<file path="src/rtl/stsmq_pkg.sv">
// Shared types and constants for the segment tree sum/min query block.
`default_nettype none
package stsmq_pkg;

  localparam int SUM_W = 48;
  localparam int MIN_W = 32;

  localparam logic signed [MIN_W-1:0] EMPTY_MIN32 = 32'sd1000000007;
  localparam logic signed [SUM_W-1:0] EMPTY_MIN48 = 48'sd1000000007;

  typedef enum logic [2:0] {
    OP_CLEAR = 3'd0,
    OP_ADD   = 3'd1,
    OP_PMIN  = 3'd2,
    OP_RSUM  = 3'd3,
    OP_RMIN  = 3'd4
  } op_t;

  typedef enum logic [3:0] {
    ST_CLEAR,
    ST_IDLE,
    ST_DISPATCH,
    ST_DESC,
    ST_LEAF,
    ST_UP_RD,
    ST_UP_MRG,
    ST_VISIT,
    ST_FETCH,
    ST_RET
  } state_t;

  typedef struct packed {
    logic capture;
    logic clr_start;
    logic clr_step;
    logic desc_step;
    logic rd_cur;
    logic leaf_wr;
    logic sib_rd;
    logic merge_wr;
    logic push_left;
    logic push_right;
    logic ret_mem;
    logic ret_empty;
    logic turn;
    logic pop;
    logic out_load;
  } cmd_t;

  typedef struct packed {
    op_t  op;
    logic leaf;
    logic at_root;
    logic parent_root;
    logic covered;
    logic go_left;
    logic sp_zero;
    logic turn_ok;
    logic range_empty;
    logic clr_last;
    logic out_free;
  } sts_t;

  // Adds two 48-bit signed values and saturates to the 48-bit signed range.
  function automatic logic signed [SUM_W-1:0] sat48(input logic signed [SUM_W-1:0] a,
                                                     input logic signed [SUM_W-1:0] b);
    logic signed [SUM_W:0] s;
    s = {a[SUM_W-1], a} + {b[SUM_W-1], b};
    if (s[SUM_W] != s[SUM_W-1]) begin
      sat48 = s[SUM_W] ? {1'b1, {(SUM_W-1){1'b0}}} : {1'b0, {(SUM_W-1){1'b1}}};
    end else begin
      sat48 = s[SUM_W-1:0];
    end
  endfunction

endpackage
`default_nettype wire

</file>
<file path="src/rtl/stsmq_ctrl.sv">
// Controller state machine for the segment tree sum/min query block.
`default_nettype none
module stsmq_ctrl (
  input  wire logic            clk,
  input  wire logic            rst,
  input  wire logic            req_valid,
  output logic                 req_stall,
  input  wire stsmq_pkg::sts_t sts,
  output stsmq_pkg::cmd_t      cmd
);

  stsmq_pkg::state_t state, state_next;

  always_ff @(posedge clk) begin
    if (rst) begin
      state <= stsmq_pkg::ST_CLEAR;
    end else begin
      state <= state_next;
    end
  end

  assign req_stall = (state != stsmq_pkg::ST_IDLE);

  always_comb begin
    state_next = state;
    unique case (state)
      stsmq_pkg::ST_CLEAR: begin
        if (sts.clr_last) state_next = stsmq_pkg::ST_IDLE;
      end
      stsmq_pkg::ST_IDLE: begin
        if (req_valid) state_next = stsmq_pkg::ST_DISPATCH;
      end
      stsmq_pkg::ST_DISPATCH: begin
        unique case (sts.op) inside
          stsmq_pkg::OP_CLEAR: state_next = stsmq_pkg::ST_CLEAR;
          stsmq_pkg::OP_ADD, stsmq_pkg::OP_PMIN: state_next = stsmq_pkg::ST_DESC;
          stsmq_pkg::OP_RSUM, stsmq_pkg::OP_RMIN: begin
            state_next = sts.range_empty ? stsmq_pkg::ST_RET : stsmq_pkg::ST_VISIT;
          end
          default: state_next = stsmq_pkg::ST_IDLE;
        endcase
      end
      stsmq_pkg::ST_DESC: begin
        if (sts.leaf) state_next = stsmq_pkg::ST_LEAF;
      end
      stsmq_pkg::ST_LEAF: begin
        state_next = sts.at_root ? stsmq_pkg::ST_IDLE : stsmq_pkg::ST_UP_RD;
      end
      stsmq_pkg::ST_UP_RD: state_next = stsmq_pkg::ST_UP_MRG;
      stsmq_pkg::ST_UP_MRG: begin
        state_next = sts.parent_root ? stsmq_pkg::ST_IDLE : stsmq_pkg::ST_UP_RD;
      end
      stsmq_pkg::ST_VISIT: begin
        if (sts.covered) state_next = stsmq_pkg::ST_FETCH;
      end
      stsmq_pkg::ST_FETCH: state_next = stsmq_pkg::ST_RET;
      stsmq_pkg::ST_RET: begin
        if (sts.sp_zero) begin
          if (sts.out_free) state_next = stsmq_pkg::ST_IDLE;
        end else if (sts.turn_ok) begin
          state_next = stsmq_pkg::ST_VISIT;
        end
      end
      default: state_next = stsmq_pkg::ST_IDLE;
    endcase
  end

  always_comb begin
    cmd = '0;
    unique case (state)
      stsmq_pkg::ST_CLEAR: cmd.clr_step = 1'b1;
      stsmq_pkg::ST_IDLE: cmd.capture = req_valid;
      stsmq_pkg::ST_DISPATCH: begin
        if (sts.op == stsmq_pkg::OP_CLEAR) cmd.clr_start = 1'b1;
        if ((sts.op == stsmq_pkg::OP_RSUM || sts.op == stsmq_pkg::OP_RMIN) &&
            sts.range_empty) begin
          cmd.ret_empty = 1'b1;
        end
      end
      stsmq_pkg::ST_DESC: begin
        if (sts.leaf) cmd.rd_cur = 1'b1;
        else cmd.desc_step = 1'b1;
      end
      stsmq_pkg::ST_LEAF: cmd.leaf_wr = 1'b1;
      stsmq_pkg::ST_UP_RD: cmd.sib_rd = 1'b1;
      stsmq_pkg::ST_UP_MRG: cmd.merge_wr = 1'b1;
      stsmq_pkg::ST_VISIT: begin
        if (sts.covered) cmd.rd_cur = 1'b1;
        else if (sts.go_left) cmd.push_left = 1'b1;
        else cmd.push_right = 1'b1;
      end
      stsmq_pkg::ST_FETCH: cmd.ret_mem = 1'b1;
      stsmq_pkg::ST_RET: begin
        if (sts.sp_zero) cmd.out_load = sts.out_free;
        else if (sts.turn_ok) cmd.turn = 1'b1;
        else cmd.pop = 1'b1;
      end
      default: cmd = '0;
    endcase
  end

  // A result is only loaded into the output register when it can take it.
  a_load_free: assert property (@(posedge clk) disable iff (rst)
    cmd.out_load |-> sts.out_free) else $error("result loaded over a held result");

  // Reset always starts the clearing pass.
  a_reset_clear: assert property (@(posedge clk)
    rst |=> state == stsmq_pkg::ST_CLEAR) else $error("reset did not start clear");

  // A fully covered node is always fetched next.
  a_cover_fetch: assert property (@(posedge clk) disable iff (rst)
    (state == stsmq_pkg::ST_VISIT && sts.covered) |=> state == stsmq_pkg::ST_FETCH)
    else $error("covered node not fetched");

endmodule
`default_nettype wire

</file>
<file path="config.mk">
export PLATFORM = sky130hd
export DESIGN_NAME = stsmq_ctrl
export DESIGN_NICKNAME = d
export VERILOG_FILES = /design/src/rtl/stsmq_pkg.sv /design/src/rtl/stsmq_ctrl.sv
export SDC_FILE = /design/constraint.sdc
export NUM_CORES = 1
export LEC_CHECK = 0
export ABC_AREA = 1
export ABC_CLOCK_PERIOD_IN_PS = 1510
export BUFFER_PORTS_ARGS = -buffer_cell sky130_fd_sc_hd__buf_2
export CORE_MARGIN = 8
export CORE_UTILIZATION = 41
export DETAILED_ROUTE_END_ITERATION = 8
export PLACE_DENSITY = 0.81
export SLEW_MARGIN = 30
export SYNTH_ARGS = -nofsm -noshare
export SYNTH_HDL_FRONTEND = slang
export SYNTH_SLANG_ARGS = --single-unit
</file>
<file path="constraint.sdc">
create_clock -name clk -period 1.51 [get_ports clk]
set_input_delay 0.302 -clock clk [delete_from_list [all_inputs] [get_ports clk]]
set_output_delay 0.302 -clock clk [all_outputs]
set_load 0.02 [all_outputs]
</file>
### Word level (Yosys, flattened, before mapping)

Index checks and enable logic that the tools add are counted.

* register bits: 4
* latch bits: 0
* RAM bits: 0
* memory bits (read-only): 0
* input port bits: 16
* output and inout bits: 16
* logic and storage cells: 64
* memories kept: 0

* add/subtract/negate cells: 0
* $mul: 0
* divide/modulo/power cells: 0
* order comparisons: 0
* equality and inequality tests: 20
* shifts and indexed selects: 0
* multiplexer cells: 36
* bitwise logic cells: 0
* reductions and logical operators: 7

Operator list (count)
* 4-bit case mux with 10 select lines: 1
* 4-bit 2-to-1 mux: 8
* 1-bit 2-to-1 mux: 19
* 4-bit by 3-bit == test with 1-bit output (second input constant): 4
* 4-bit case mux with 3 select lines: 1
* 3-bit 2-to-1 mux: 3
* 4-bit by 2-bit == test with 1-bit output (second input constant): 2
* 4-bit == test (second input constant): 2
* 2-bit inequality test (second input constant): 4
* 3-bit by 2-bit == test with 1-bit output (second input constant): 2
* 2-bit 2-to-1 mux: 3
* 3-bit inequality test (second input constant): 2
* 6-bit AND reduction: 1
* 4-bit by 1-bit == test with 1-bit output (second input constant): 1
* 4-bit logical NOT: 1
* 4-bit by 1-bit inequality test with 1-bit output (second input constant): 1
* 2-bit OR reduction: 2
* 3-bit by 1-bit == test with 1-bit output (second input constant): 1
* 3-bit == test (second input constant): 1
* 3-bit logical NOT: 1
* 1-bit case mux with 2 select lines: 1
* 1-bit logical AND: 1
* 1-bit logical OR: 1

### Depth between registers and ports, before layout

* depth after elaboration: 5
* depth in mapped cells: 10
* gate-level depth less buffers: 10

### Least setup slack after synthesis

OpenSTA, ideal clock, no wires.

* kind: register to output
* start point: reg state[1]
* end point: out cmd[13] (netlist bit)
* data arrival time: 1.309 ns
* data required time: 1.208 ns
* path slack: -0.101 ns
* cell stages (with the launch flop): 5
* path buffers: 0
* cells stage by stage: dfxtp_1 -> inv_2 -> nor2_1 -> nand2_2 -> nor4_1

RTL lines
* from (decl): RTL line stsmq_ctrl.sv:12 `stsmq_pkg::state_t state, state_next;`
* from (signal assigned): RTL line stsmq_ctrl.sv:16 `state <= stsmq_pkg::ST_CLEAR;`
* from (signal assigned): RTL line stsmq_ctrl.sv:18 `state <= state_next;`
* to (decl): RTL line stsmq_ctrl.sv:9 `output stsmq_pkg::cmd_t cmd`

==> metrics.md <==
| Metric | Value |
|---|---|
| Worst vdd ir | 0.000532 V |
| Place WS | 94.9 ps |
| Yosys Warn Count | 0 |
| Clk sinks | 4 |
| Power share of the clock group | 24.9% |
| Pin count of the biggest net entering global routing | 7 |
| DR DRC count | 0 |
| Routing usage on met3 | 4.84% |
| Die area | 0.00271 mm² |
| Starting Density | 42.6% |
| Final Slew Violations | 0 |
| Number of synthesized register bits | 4 |
| Worst Path Required | 1210 ps |
| # IOs | 32 |
| Width of the die | 52.1 µm |
| Number of nets still failing antenna checks after routing | 0 |
| Vias | 846 |
| DRT Pass-1 Iters | 5 |
| Max-cap violations | 0 |
| Failing checks | negative setup slack |
| Area growth syn-to-layout | 90.8% |
| CP max-delay cell | dfxtp_4 |
| Die Height | 52.1 µm |
| Most frequent cells in the layout | nand2_1, inv_1, buf_4, buf_2 |
| Grt ovf | 0 |
| Worst-path maximum fanout | 4 |
| Max Fclk | 0.618 GHz |
| DPL Wire Length | 1.33 mm |
| P_int | 0.338 mW |
| Root Driver | clkbuf_4 |
| Skew-Pair Late Insertion Delay | 260 ps |
| Clock Skew | 20.6 ps |
| Final WL | 2.32 mm |
| CP Cell Sequence | inv_4, nor2_4, nand2_4, nor2_4, nand3_2, inv_2, buf_6 |
| Status | finished with violations |
| DR WL/cell | 13.7 µm |
| Vias in the first global route | 726 |
| Initial drt markers | 23 |
| Hold crit path type | input port to flop |
| Max reg flops | 4 |
| # diodes | 0 |
| Final period utilization | 107% |
| Synth unique cells | 16 |
| Slew Limit Headroom | 85.0% |
| Hold buffers post-CTS | 0 |
| Largest family of logic cells by synthesized area | simple AND/OR/NAND/NOR gates |
| Nets@finish | 172 |
| Post-synthesis compound-gate area fraction | 8.69% |
| Register area share after synthesis | 15.0% |
| Logic gate share of total power | 51.9% |
| Layout cell share with drive strength beyond 1 | 55.2% |
| Synthesized area | 533 µm² |
| Final worst slack | -109 ps |
| Average size of a mapped cell | 5.08 µm² |
| Met2 Track Usage GR | 25.6% |
| CP Launch Type | flop |
| Total CTS buffers | 3 |
| Endpoints failing setup | 12 |
| Syn nets | 121 |
| CTS tree | done |
| Port bufs | 31 |
| Pwr/cell area | 604 mW/mm² |
| WP data arrival | 1320 ps |
| Simple-gate share of the synthesized area | 55.2% |
| Static Leak | 0.569 nW |
| Crit. End Element | output port |
| Top Registers | state x4 |
| Vias per inst | 5.01 |
| CTS max path bufs | 2 |
| Sw Pwr | 0.277 mW |
| Synth Instances | 105 |
| Largest Register | state |
| Placer Congestion | 0.797 |
| Seq pwr share | 23.2% |
| WHS | 248 ps |
| Initial antenna violation count | 0 |
| First-pass GRT wire length | 3.00 mm |
| Final worst path period need | 1620 ps |
| Tightest Pin Transition | 223 ps |
| Worst setup path class | flop to output port |
| Unrepaired setup endpoints after global routing | yes |
| Mux cell area share after synthesis | 0% |
| Cell mode on critical path | nor2_4 |
| Sw frac | 45.0% |
| Commonest non-fill, non-tap cell in the layout | nand2_1 |
| Adder-cell share of the synthesized area | 0% |
| Critical path's largest stage delay | 390 ps |
| GR Layer Usage met1 | 15.0% |
| Xor/xnor cell area share of the yosys netlist | 0% |
| Core area | 0.00125 mm² |
| Gr usage total | 13.7% |
| Layer with the highest usage | met2 |
| H-tree lvl count | 1 |
| CTS clk-pin slew, worst paths | 60 ps |
| Final hold vios | 0 |
| # rows | 13 |
==> repair_timing <==
action                     in CTS  in global routing
setup buffers                   7                  6
resized for setup              28                 28
pin swaps                       7                  7
setup endpoints to repair      11                 14
==> cell usage after synthesis <==
library cell / n / area [µm²]
inv_2: 5 / 18.8
nand2_2: 2 / 12.5
o21ai_0: 1 / 5.00
nand2_1: 24 / 90.1
a21oi_2: 1 / 8.76
inv_1: 25 / 93.8
nor4_1: 1 / 6.26
nor2_4: 3 / 33.8
o211ai_1: 1 / 7.51
nor2_1: 17 / 63.8
a21oi_1: 5 / 25.0
nor2_2: 2 / 12.5
nand3_2: 1 / 10.0
dfxtp_1: 4 / 80.1
nand3_1: 10 / 50.1
nor3_1: 3 / 15.0
==> logic make-up after synthesis <==
logic type | after synthesis
AND/OR/NAND/NOR | 63
AO/OA/AOI/OAI | 8
flip-flops | 4
buffers and inverters | 30
==> layer usage <==
| layer | wire [µm] | vias up |
|---|---|---|
| met4 | 56 | 0 |
| met2 | 1200 | 38 |
| li1 | - | 414 |
| met1 | 889 | 390 |
| met3 | 171 | 4 |
| met5 | 0 | - |
==> stage by stage <==
step                util (%)  total power, mW  instances  setup TNS [ps]  instance area, µm²
floorplan                  -            0.291        105               0                 539
global placement        58.1            0.359        153               0                 728
detailed placement      58.1            0.363        153               0                 728
CTS                     70.1            0.548        163           -44.8                 878
global route            81.2            0.645        169           -1400                1020
finish                  81.2            0.615        169            -638                1020
==> area by class of cell <==
type | count | area [µm²]
multi-input cells | 71 | 439
repair buffers | 46 | 324
fillers | 85 | 235
inverters | 30 | 118
flip-flops and latches | 4 | 95.1
clock buffers | 3 | 22.5
well taps | 15 | 18.8
==> worst paths after layout <==
check,from,endpoint,slack (ps),depth (start not counted)
worst min register to register,state[1]$_SDFFE_PP0P_,state[0]$_SDFFE_PP0P_,750,4
worst max-delay path,state[1]$_SDFFE_PP0P_,cmd[3],-110,7
worst max register to register,state[2]$_SDFFE_PP0P_,state[0]$_SDFFE_PP0P_,70,11
worst min-delay path,rst,state[2]$_SDFFE_PP0P_,250,2
==> power groups by stage <==
stage	Clock [mW]	Sequential (mW)	Combinational (mW)
after floorplan	0	0.130	0.161
after global placement	0	0.132	0.227
after detailed placement	0	0.133	0.230
after CTS	0.139	0.137	0.272
after global routing	0.155	0.144	0.346
final	0.153	0.143	0.319
==> worst max-delay path, delay by kind of cell (launching register included) <==
kind	cells	cell delay (ps)
buf+inv	3	210
flops	1	390
simple gates	4	460
Power figures use the tool's default switching activity.
